==> src/rtl/sti_pkg.sv <==
// Shared widths, constants, types and helpers for the sub-tick time interpolator.
// Used by sti_div, subtick_time_interpolator and sti_chk; no dependencies.
package sti_pkg;

    localparam int CNT_W     = 64;  // cycle counter
    localparam int RATE_W    = 34;  // counter_rate_hz
    localparam int TICK_W    = 20;  // tick_us
    localparam int USEC_W    = 20;  // kept_microseconds
    localparam int SEC_W     = 32;  // seconds
    localparam int NS_W      = 30;  // nanoseconds within a second
    localparam int TOTAL_W   = NS_W + 1;
    localparam int PERUS_W   = 15;  // counts per microsecond, below 17180
    localparam int LIMIT_W   = PERUS_W + TICK_W;
    localparam int KILO_W    = 10;
    localparam int NUM_W     = LIMIT_W + KILO_W;  // dividend
    localparam int QUO_W     = 30;  // quotient never exceeds tick_us * 1000

    localparam int CFG_IDX_W = 1;
    localparam int CFG_DAT_W = RATE_W;

    localparam logic [CFG_IDX_W-1:0] CFG_RATE = 1'd0;
    localparam logic [CFG_IDX_W-1:0] CFG_TICK = 1'd1;

    localparam logic [TICK_W-1:0] TICK_RESET = 20'd10000;
    localparam logic [NS_W-1:0]   CAP_RESET  = 30'd10000000;

    localparam logic [KILO_W-1:0]  KILO       = 10'd1000;
    localparam logic [TOTAL_W-1:0] NS_PER_SEC = 31'd1000000000;
    localparam logic [TOTAL_W-1:0] NS_TWO_SEC = 31'd2000000000;

    localparam int S_DATA_W = 184;  // 180 bits of fields, padded to bytes
    localparam int M_DATA_W = 64;   // 62 bits of fields, padded to bytes

    // rate / 1e6 = (rate >> 6) / 15625, done as a reciprocal multiply that is
    // exact for every 28-bit value
    localparam int PROD_W = 57;
    localparam int RECIP_SHIFT = 42;
    localparam logic [28:0] PER_US_RECIP = 29'd281474977;

    localparam int DIV_STEPS_DEFAULT = 3;

    typedef struct packed {
        logic [SEC_W-1:0] sec;
        logic [NS_W-1:0]  usec_ns;
    } meta_t;

    function automatic logic [PERUS_W-1:0] rate_to_per_us(input logic [RATE_W-1:0] rate);
        logic [PROD_W-1:0] prod;
        prod = PROD_W'(rate[RATE_W-1:6]) * PROD_W'(PER_US_RECIP);
        return prod[RECIP_SHIFT +: PERUS_W];
    endfunction

endpackage

==> src/rtl/subtick_time_interpolator.sv <==
// Top level of the sub-tick time interpolator: config registers, front-end
// pipeline, sti_div divider, and the carry/normalize tail. Uses sti_pkg, sti_div.
//
//  Channel  Direction  Handshake           Payload
//  s_       in         s_tvalid/s_tready   s_tdata: counter_now, tick_anchor,
//                                          kept_seconds, kept_microseconds
//  m_       out        m_tvalid/m_tready   m_tdata: seconds_out, nanoseconds_out
//  cfg_     in         cfg_we              cfg_index, cfg_wdata
//
// One request per cycle sustained while m_tready keeps the output moving. Requests
// pass the front-end stages, the sti_div stages and the carry/normalize tail.
// Each stage moves when it is empty or the one after it moves, so bubbles close up
// and requests keep entering while a result waits on m_tready.
// aresetn (synchronous) clears all valid bits and the config registers
// (rate 0, tick 10000 us).
module subtick_time_interpolator #(
    parameter int DIV_STEPS = sti_pkg::DIV_STEPS_DEFAULT
) (
    input  logic                           aclk,
    input  logic                           aresetn,
    input  logic                           s_tvalid,
    output logic                           s_tready,
    // [63:0] counter_now, [127:64] tick_anchor, [159:128] kept_seconds,
    // [179:160] kept_microseconds, [183:180] zero
    input  logic [sti_pkg::S_DATA_W-1:0]   s_tdata,
    output logic                           m_tvalid,
    input  logic                           m_tready,
    // [31:0] seconds_out, [61:32] nanoseconds_out, [63:62] zero
    output logic [sti_pkg::M_DATA_W-1:0]   m_tdata,
    input  logic                           cfg_we,
    input  logic [sti_pkg::CFG_IDX_W-1:0]  cfg_index,
    input  logic [sti_pkg::CFG_DAT_W-1:0]  cfg_wdata
);

    // config: kept in the derived form the datapath needs
    logic [sti_pkg::PERUS_W-1:0] per_us_reg;
    logic [sti_pkg::TICK_W-1:0]  tick_reg;
    logic [sti_pkg::NS_W-1:0]    cap_reg;

    always_ff @(posedge aclk) begin
        if (!aresetn) begin
            per_us_reg <= '0;
            tick_reg   <= sti_pkg::TICK_RESET;
            cap_reg    <= sti_pkg::CAP_RESET;
        end else if (cfg_we) begin
            unique case (cfg_index)
                sti_pkg::CFG_RATE: begin
                    per_us_reg <= sti_pkg::rate_to_per_us(cfg_wdata);
                end
                sti_pkg::CFG_TICK: begin
                    tick_reg <= cfg_wdata[sti_pkg::TICK_W-1:0];
                    cap_reg  <= sti_pkg::NS_W'(cfg_wdata[sti_pkg::TICK_W-1:0])
                                * sti_pkg::NS_W'(sti_pkg::KILO);
                end
                default: begin
                end
            endcase
        end
    end

    // input fields
    logic [sti_pkg::CNT_W-1:0]  in_now;
    logic [sti_pkg::CNT_W-1:0]  in_anchor;
    logic [sti_pkg::SEC_W-1:0]  in_sec;
    logic [sti_pkg::USEC_W-1:0] in_usec;

    assign in_now    = s_tdata[63:0];
    assign in_anchor = s_tdata[127:64];
    assign in_sec    = s_tdata[159:128];
    assign in_usec   = s_tdata[179:160];

    // stage enables
    logic en1, en2, en3, en4, en5;
    logic div_in_ready, div_out_valid;

    // stage 1: elapsed counts, tick limit, kept microseconds in ns
    logic                         v1_reg;
    logic [sti_pkg::CNT_W-1:0]    elapsed_reg;
    logic [sti_pkg::LIMIT_W-1:0]  limit_reg;
    sti_pkg::meta_t               meta1_reg;

    // stage 2: clamp
    logic                         v2_reg;
    logic [sti_pkg::LIMIT_W-1:0]  clamp_reg;
    sti_pkg::meta_t               meta2_reg;

    // stage 3: dividend
    logic                         v3_reg;
    logic [sti_pkg::NUM_W-1:0]    num_reg;
    sti_pkg::meta_t               meta3_reg;

    // stage 4: sum
    logic                         v4_reg;
    logic [sti_pkg::TOTAL_W-1:0]  total_reg;
    logic [sti_pkg::SEC_W-1:0]    sec4_reg;

    // stage 5: output register
    logic                         v5_reg;
    logic [sti_pkg::SEC_W-1:0]    sec_out_reg;
    logic [sti_pkg::NS_W-1:0]     ns_out_reg;

    logic [sti_pkg::QUO_W-1:0]    div_quo;
    sti_pkg::meta_t               div_meta;

    assign en5 = !v5_reg || m_tready;
    assign en4 = !v4_reg || en5;
    assign en3 = !v3_reg || div_in_ready;
    assign en2 = !v2_reg || en3;
    assign en1 = !v1_reg || en2;
    assign s_tready = en1;

    always_ff @(posedge aclk) begin
        if (!aresetn) begin
            v1_reg <= 1'b0;
            v2_reg <= 1'b0;
            v3_reg <= 1'b0;
            v4_reg <= 1'b0;
            v5_reg <= 1'b0;
        end else begin
            if (en1) v1_reg <= s_tvalid;
            if (en2) v2_reg <= v1_reg;
            if (en3) v3_reg <= v2_reg;
            if (en4) v4_reg <= div_out_valid;
            if (en5) v5_reg <= v4_reg;
        end
    end

    logic [sti_pkg::LIMIT_W-1:0] clamp_next;
    logic [sti_pkg::NS_W-1:0]    sub_ns;
    logic [sti_pkg::TOTAL_W-1:0] norm_ns;
    logic [1:0]                  carry;

    // counter behind anchor wraps; zero tick gives a zero limit
    assign clamp_next = (elapsed_reg > sti_pkg::CNT_W'(limit_reg))
                        ? limit_reg : elapsed_reg[sti_pkg::LIMIT_W-1:0];

    // uncalibrated counter: no sub-tick part; else quotient capped at tick_us * 1000
    always_comb begin
        if (per_us_reg == '0) begin
            sub_ns = '0;
        end else if (div_quo > cap_reg) begin
            sub_ns = cap_reg;
        end else begin
            sub_ns = div_quo;
        end
    end

    // sum stays below three seconds
    always_comb begin
        if (total_reg >= sti_pkg::NS_TWO_SEC) begin
            carry   = 2'd2;
            norm_ns = total_reg - sti_pkg::NS_TWO_SEC;
        end else if (total_reg >= sti_pkg::NS_PER_SEC) begin
            carry   = 2'd1;
            norm_ns = total_reg - sti_pkg::NS_PER_SEC;
        end else begin
            carry   = 2'd0;
            norm_ns = total_reg;
        end
    end

    always_ff @(posedge aclk) begin
        if (en1) begin
            elapsed_reg       <= in_now - in_anchor;
            limit_reg         <= sti_pkg::LIMIT_W'(per_us_reg) * sti_pkg::LIMIT_W'(tick_reg);
            meta1_reg.sec     <= in_sec;
            meta1_reg.usec_ns <= sti_pkg::NS_W'(in_usec) * sti_pkg::NS_W'(sti_pkg::KILO);
        end
        if (en2) begin
            clamp_reg <= clamp_next;
            meta2_reg <= meta1_reg;
        end
        if (en3) begin
            num_reg   <= sti_pkg::NUM_W'(clamp_reg) * sti_pkg::NUM_W'(sti_pkg::KILO);
            meta3_reg <= meta2_reg;
        end
        if (en4) begin
            total_reg <= sti_pkg::TOTAL_W'(div_meta.usec_ns) + sti_pkg::TOTAL_W'(sub_ns);
            sec4_reg  <= div_meta.sec;
        end
        if (en5) begin
            sec_out_reg <= sec4_reg + sti_pkg::SEC_W'(carry);
            ns_out_reg  <= norm_ns[sti_pkg::NS_W-1:0];
        end
    end

    sti_div #(
        .STEPS(DIV_STEPS)
    ) u_div (
        .aclk      (aclk),
        .aresetn   (aresetn),
        .in_valid  (v3_reg),
        .in_ready  (div_in_ready),
        .in_num    (num_reg),
        .in_meta   (meta3_reg),
        .divisor   (per_us_reg),
        .out_valid (div_out_valid),
        .out_ready (en4),
        .out_quo   (div_quo),
        .out_meta  (div_meta)
    );

    assign m_tvalid = v5_reg;
    assign m_tdata  = {2'b00, ns_out_reg, sec_out_reg};

endmodule

==> src/rtl/sti_div.sv <==
// Pipelined restoring divider: dividend / counts-per-microsecond, STEPS
// quotient bits per stage, with side data carried alongside. Uses sti_pkg.
module sti_div #(
    parameter int STEPS = sti_pkg::DIV_STEPS_DEFAULT  // quotient bits per stage, 1..15
) (
    input  logic                         aclk,
    input  logic                         aresetn,
    input  logic                         in_valid,
    output logic                         in_ready,
    input  logic [sti_pkg::NUM_W-1:0]    in_num,
    input  sti_pkg::meta_t               in_meta,
    input  logic [sti_pkg::PERUS_W-1:0]  divisor,
    output logic                         out_valid,
    input  logic                         out_ready,
    output logic [sti_pkg::QUO_W-1:0]    out_quo,
    output sti_pkg::meta_t               out_meta
);

    localparam int STAGES = (sti_pkg::QUO_W + STEPS - 1) / STEPS;
    localparam int QB     = STAGES * STEPS;  // quotient bits produced
    localparam int RW     = sti_pkg::PERUS_W;

    logic            v_reg    [STAGES];
    logic [QB-1:0]   lq_reg   [STAGES];  // dividend low bits shift out, quotient bits in
    sti_pkg::meta_t  meta_reg [STAGES];
    logic [RW-1:0]   rem_reg  [STAGES-1];
    logic            en       [STAGES];

    assign in_ready  = en[0];
    assign out_valid = v_reg[STAGES-1];
    assign out_quo   = lq_reg[STAGES-1][sti_pkg::QUO_W-1:0];
    assign out_meta  = meta_reg[STAGES-1];

    for (genvar k = 0; k < STAGES; k++) begin : g_stage
        logic           v_in;
        logic [RW-1:0]  rem_in;
        logic [QB-1:0]  lq_in;
        sti_pkg::meta_t meta_in;
        logic [RW-1:0]  rem_next;
        logic [QB-1:0]  lq_next;

        if (k == 0) begin : g_first
            // dividend < divisor * 2^QB, so the top part is already below divisor
            assign v_in    = in_valid;
            assign rem_in  = RW'(in_num >> QB);
            assign lq_in   = QB'(in_num);
            assign meta_in = in_meta;
        end else begin : g_mid
            assign v_in    = v_reg[k-1];
            assign rem_in  = rem_reg[k-1];
            assign lq_in   = lq_reg[k-1];
            assign meta_in = meta_reg[k-1];
        end

        if (k == STAGES - 1) begin : g_en_last
            assign en[k] = !v_reg[k] || out_ready;
        end else begin : g_en_mid
            assign en[k] = !v_reg[k] || en[k+1];
        end

        always_comb begin
            logic [RW:0] trial;
            logic        ge;
            rem_next = rem_in;
            lq_next  = lq_in;
            for (int j = 0; j < STEPS; j++) begin
                trial = {rem_next, lq_next[QB-1]};
                ge    = trial >= {1'b0, divisor};
                if (ge) begin
                    rem_next = RW'(trial - {1'b0, divisor});
                end else begin
                    rem_next = trial[RW-1:0];
                end
                lq_next = {lq_next[QB-2:0], ge};
            end
        end

        always_ff @(posedge aclk) begin
            if (!aresetn) begin
                v_reg[k] <= 1'b0;
            end else if (en[k]) begin
                v_reg[k] <= v_in;
            end
        end

        always_ff @(posedge aclk) begin
            if (en[k]) begin
                lq_reg[k]   <= lq_next;
                meta_reg[k] <= meta_in;
            end
        end

        if (k < STAGES - 1) begin : g_rem
            always_ff @(posedge aclk) begin
                if (en[k]) begin
                    rem_reg[k] <= rem_next;
                end
            end
        end
    end

endmodule

==> config.mk <==
export PLATFORM = sky130hd
export DESIGN_NAME = subtick_time_interpolator
export DESIGN_NICKNAME = d
export VERILOG_FILES = /design/src/rtl/sti_pkg.sv /design/src/rtl/subtick_time_interpolator.sv /design/src/rtl/sti_div.sv
export SDC_FILE = /design/constraint.sdc
export NUM_CORES = 2
export LEC_CHECK = 0
export ABC_AREA = 1
export BUFFER_PORTS_ARGS = -buffer_cell sky130_fd_sc_hd__buf_4
export CORE_MARGIN = 2
export CORE_UTILIZATION = 35
export CTS_CLUSTER_SIZE = 16
export DETAILED_ROUTE_END_ITERATION = 10
export GPL_TIMING_DRIVEN = 0
export PLACE_DENSITY = 0.49
export SLEW_MARGIN = 40
export SYNTH_ARGS = -nofsm -noshare
export SYNTH_HDL_FRONTEND = slang
export SYNTH_SLANG_ARGS = --single-unit
==> constraint.sdc <==
create_clock -name aclk -period 19.78 [get_ports aclk]
set_clock_uncertainty 0.1 [all_clocks]
set_input_delay 3.956 -clock aclk [delete_from_list [all_inputs] [get_ports aclk]]
set_output_delay 3.956 -clock aclk [all_outputs]
set_load 0.01 [all_outputs]
Word level (Yosys, flattened, before mapping)

Memory sizes are Yosys's and may differ from the RTL's.
Index checks and enable logic that the tools add are counted.

Mux-type cells: 87
Add/subtract/negate cells: 34
Order comparisons: 34
Shift-type cells: 0
Div/mod/pow operators: 0
Equality and inequality tests: 0
Multipliers: 5
Bitwise gates (word level): 11
Reductions and logical operators: 33

Operators with widths:

| operator                                              | count |
|---|---|
| >= comparator 16 x 15 -> 1 bit                        | 30 |
| two-way mux 15 bit                                    | 29 |
| subtractor 15 bit                                     | 29 |
| two-way mux 30 bit                                    | 4 |
| > comparator 64 x 35 -> 1 bit                         | 1 |
| subtractor 64 bit                                     | 1 |
| subtractor 30 bit, second input constant              | 2 |
| multiplier 28 x 29 -> 57 bit, second input constant   | 1 |
| multiplier 20 x 7 -> 27 bit, second input constant    | 2 |
| two-way mux 1 bit                                     | 52 |
| multiplier 35 x 7 -> 42 bit, second input constant    | 1 |
| multiplier 15 x 20 -> 35 bit                          | 1 |
| two-way mux 35 bit                                    | 1 |
| adder 32 x 2 -> 32 bit                                | 1 |
| adder 30 x 30 -> 31 bit                               | 1 |
| >= comparator 31 x 30 -> 1 bit, second input constant | 1 |
| >= comparator 31 bit, second input constant           | 1 |
| > comparator 30 bit                                   | 1 |
| zero test 1 bit                                       | 15 |
| zero test 15 bit                                      | 1 |
| logical OR 1 bit                                      | 15 |
| bitwise OR 1 bit                                      | 10 |
| AND reduction 2 bit                                   | 2 |
| two-way mux 2 bit                                     | 1 |
| inverter 1 bit                                        | 1 |

Bits in registers: 545
Output and inout bits: 66
Memories kept: 4
RAM bits: 1,065
Bits in latches: 0
Word-level logic and storage cells: 230
Memory bits (read-only): 0
Input port bits: 224

Memory list:

| memory         | depth | bits a word | read ports | clocked after memory_dff | write ports | line          | source |
|---|---|---|---|---|---|---|---|
| u_div.meta_reg | 10    | 62          | 10         | 0                        | 10          | sti_div.sv:25 | `sti_pkg::meta_t meta_reg [STAGES];` |
| u_div.lq_reg   | 10    | 30          | 10         | 0                        | 10          | sti_div.sv:24 | `logic [QB-1:0] lq_reg [STAGES];` |
| u_div.rem_reg  | 9     | 15          | 9          | 0                        | 9           | sti_div.sv:26 | `logic [RW-1:0] rem_reg [STAGES-1];` |
| u_div.v_reg    | 10    | 1           | 10         | 0                        | 10          | sti_div.sv:23 | `logic v_reg [STAGES];` |

Longest topological paths before layout

Depth after elaboration: 17
Mapped depth: 43
Gate-level depth less buffers: 41

Cells and area by module

From an unflattened synthesis, not the netlist that was laid out.

Cells, all modules: 12,812
Area total of the unflattened synthesis: 121,180.0 um^2

Modules (own cells, without submodules):

| module                    | times used | sequential area each (um^2) | cells each | area each (um^2) |
|---|---|---|---|---|
| subtick_time_interpolator | 1          | 15,655.0                    | 7,279      | 63,425.8 |
| sti_div                   | 1          | 31,970.7                    | 5,533      | 57,754.1 |

Worst setup path after synthesis

Ideal clock, no wire load.

Path type: input -> output
From: input m_tready
To: output s_tready
Data arrival time: 13.330 ns
Setup slack: 2.394 ns
Buffers on the path: 0
Stages: 14
Data required time: 15.724 ns
Path through: nor2_4 -> nand2_2 -> nor2_4 -> nand2_2 -> nor2_4 -> nand2_4 -> nor2_4 -> nand2_2 -> nor2_4 -> nand2_4 -> nor2_4 -> nand2_2 -> nor2_4 -> nand3_2

RTL lines:

| element         | line                            | source |
|---|---|---|
| start, declared | subtick_time_interpolator.sv:27 | `input logic m_tready,` |
| end, declared   | subtick_time_interpolator.sv:22 | `output logic s_tready,` |

==> reports/metrics.cfg <==
[floorplan]
initial_utilization=0.352
dieArea_um2=340000
die_w_um=583
num_rows=212
ios=290
dieHeight_um=583
core_um2=333000

[hold_path]
hp-class=flop to flop

[synth]
synth_flop_cell=edfxtp_1
async_flop_share=0
synth_largest_area_cell=edfxtp_1
synth_cell_types=67
ys_warn_count=0
syn_area_per_cell_um2=9.63
synth_top_area_share=0.380
synth_area_um2=117000
netlist_instances=12200
yosys_register_bits=1551
synth_seq_area_share=0.392
synthTopCellsByArea=edfxtp_1, fa_1, ha_1
synth-edff-count=1485

[clock_network]
htreeDepth=4
clk_pin_slew_ps=60
cts_resized=0
cts_tree=yes
clk_latency_ps=860
cts.sinks=1551
cts_max_path_buffers=4
numCtsBuffers=181
post_cts_buffers=0
cts-root-buf=clkbuf_16
holdBufCountCts=0

[finish]
drive_gt1_frac=0.0654
nets=14900
fin_cells=17200
largest_register_ffs=590
layout_commonest_cell=nand2_1
final_cell_mix=nand2_1, inv_1, edfxtp_1
syn2layout_area_growth_pct=12.2

[critical_path]
crit_family=simple AND/OR/NAND/NOR gates
cp.arrival_ps=8670
cp_cell_sequence=buf_4 -> nor2_4 -> nand2_8 -> nor2_4 -> nand2_8 -> nor2_4 -> nand2_8 -> nor2_4 -> nand2_8 -> nor2_4 -> nand2_8 -> nor2_4 -> nand2_8 -> nor2_4 -> nand3_4 -> buf_16 -> buf_4
cp.required_ps=15720
cp-start-kind=input pin
crit_path_top_delay_cell=nor2_4
crit_type=input pin to output pin
cp_max_fo=65
cp_common_cell=nor2_4
cp_num_buf_inv=3
end_kind=output pin
slowest_delay_ps=380

[sta]
hold_viol=0
relSlewSlack=0.417
period_needed_ps=12720
setup_viol=0
hold_ws_ps=238
tightest_slew_ps=867
tns_ps=0
slew_violations=0
fin_crit_sh=0.643
max_freq_ghz=0.0786
rsz0062_at_grt=false
setup_slack_ps=7060

[global_route]
antenna_found_initial=21
grt_pass1_vias=84300
grt_util_all_layers=0.186
grt_max_degree=66
overflow=0
grt_pass1_wl_mm=493

[job]
maxCapViolCount=0

[detailed_routing]
drt-total-wl_mm=316
drcViolationCount=0
routedWlPerCell_um=18.3
drt-pass1-iter-count=6
via_per_inst=4.87
dr.first_iter.drc_count=5988
ant_nets=0
vias=83800

[placed_design]
place_inst=16900
gp_congestion=0.913
hpwl_mm=256
portBuffers=283
post-place-ws_ps=6900

[status]
outcome=completed

-- Yosys cell counts, types with 25 or more instances --
| master | count |
|---|---|
| nand3_1 | 455 |
| edfxtp_1 | 1485 |
| xor2_1 | 342 |
| clkbuf_1 | 100 |
| a21oi_1 | 791 |
| or2_2 | 44 |
| fa_1 | 792 |
| o31ai_1 | 25 |
| nor2_1 | 702 |
| o21ai_1 | 85 |
| dfxtp_1 | 66 |
| o21a_1 | 30 |
| ha_1 | 1181 |
| o211ai_1 | 35 |
| inv_1 | 1898 |
| a21o_1 | 68 |
| nor3_1 | 139 |
| a21boi_0 | 29 |
| nor4_1 | 47 |
| xnor2_1 | 219 |
| o21ai_0 | 624 |
| a31oi_1 | 58 |
| nand2_1 | 2496 |
| buf_2 | 42 |
| o21bai_1 | 64 |
| nand4_1 | 114 |
-- per-stage QoR --
step                      cell area [um^2]  utilization
after floorplan                     117000            -
after global placement              125000        0.375
after detailed placement            126000        0.378
after CTS                           132000        0.395
after global routing                132000        0.395
final                               132000        0.395
-- final timing paths --
path	slack, ps	cells after the start	endpoint	start
setup reg to reg	11200	35	u_div.rem_reg[0][26]	per_us_reg[13]
hold / removal	240	0	u_div.meta_reg[2][23]	u_div.meta_reg[1][23]
hold reg to reg	240	0	u_div.meta_reg[2][23]	u_div.meta_reg[1][23]
setup / recovery	7060	17	s_tready	m_tready
-- layer usage --
metal,track usage,vias up,share of wire,wire (um)
met1,0.273,40000,0.49,154000
met4,0.0373,0,0.019,5950
li1,-,41700,-,-
met2,0.293,1733,0.44,140000
met5,0,-,0,0
met3,0.0248,329,0.051,16200
-- cell type report --
| class | instances | area, um^2 |
|---|---|---|
| Tap cell | 4387 | 5490 |
| Buffer | 179 | 887 |
| Clock inverter | 103 | 942 |
| Inverter | 1917 | 7280 |
| Antenna cell | 4 | 10.0 |
| Multi-Input combinational cell | 8535 | 63400 |
| Timing Repair Buffer | 321 | 2990 |
| Clock buffer | 219 | 4750 |
| Sequential cell | 1551 | 45900 |
| Fill cell | 33200 | 202000 |
-- logic make-up (layout without fill, tap and decap cells) --
kind of cell	Yosys count	after routing	share of synthesized area
AND/OR/NAND/NOR	4113	4113	0.147
buffers and inverters	2096	2739	0.0689
adder cells (fa/ha/maj)	1973	1973	0.261
AO/OA/AOI/OAI	1886	1886	0.0890
flip-flops	1551	1551	0.392
XOR/XNOR	561	561	0.0419
other	1	6	0.0000320
-- worst register-to-register path: cells and delay by family (launching register included) --
family / cells / cell delay, ps
adders and majority gates: 3 / 1190
buffers and inverters: 9 / 2130
AOI/OAI and AO/OA: 9 / 2320
and+or+nand+nor: 14 / 2070
DFF: 1 / 470
Power is left out: the tool's default activity adds up to more than one toggle a clock period on the data nets, which glitch-free logic cannot reach.
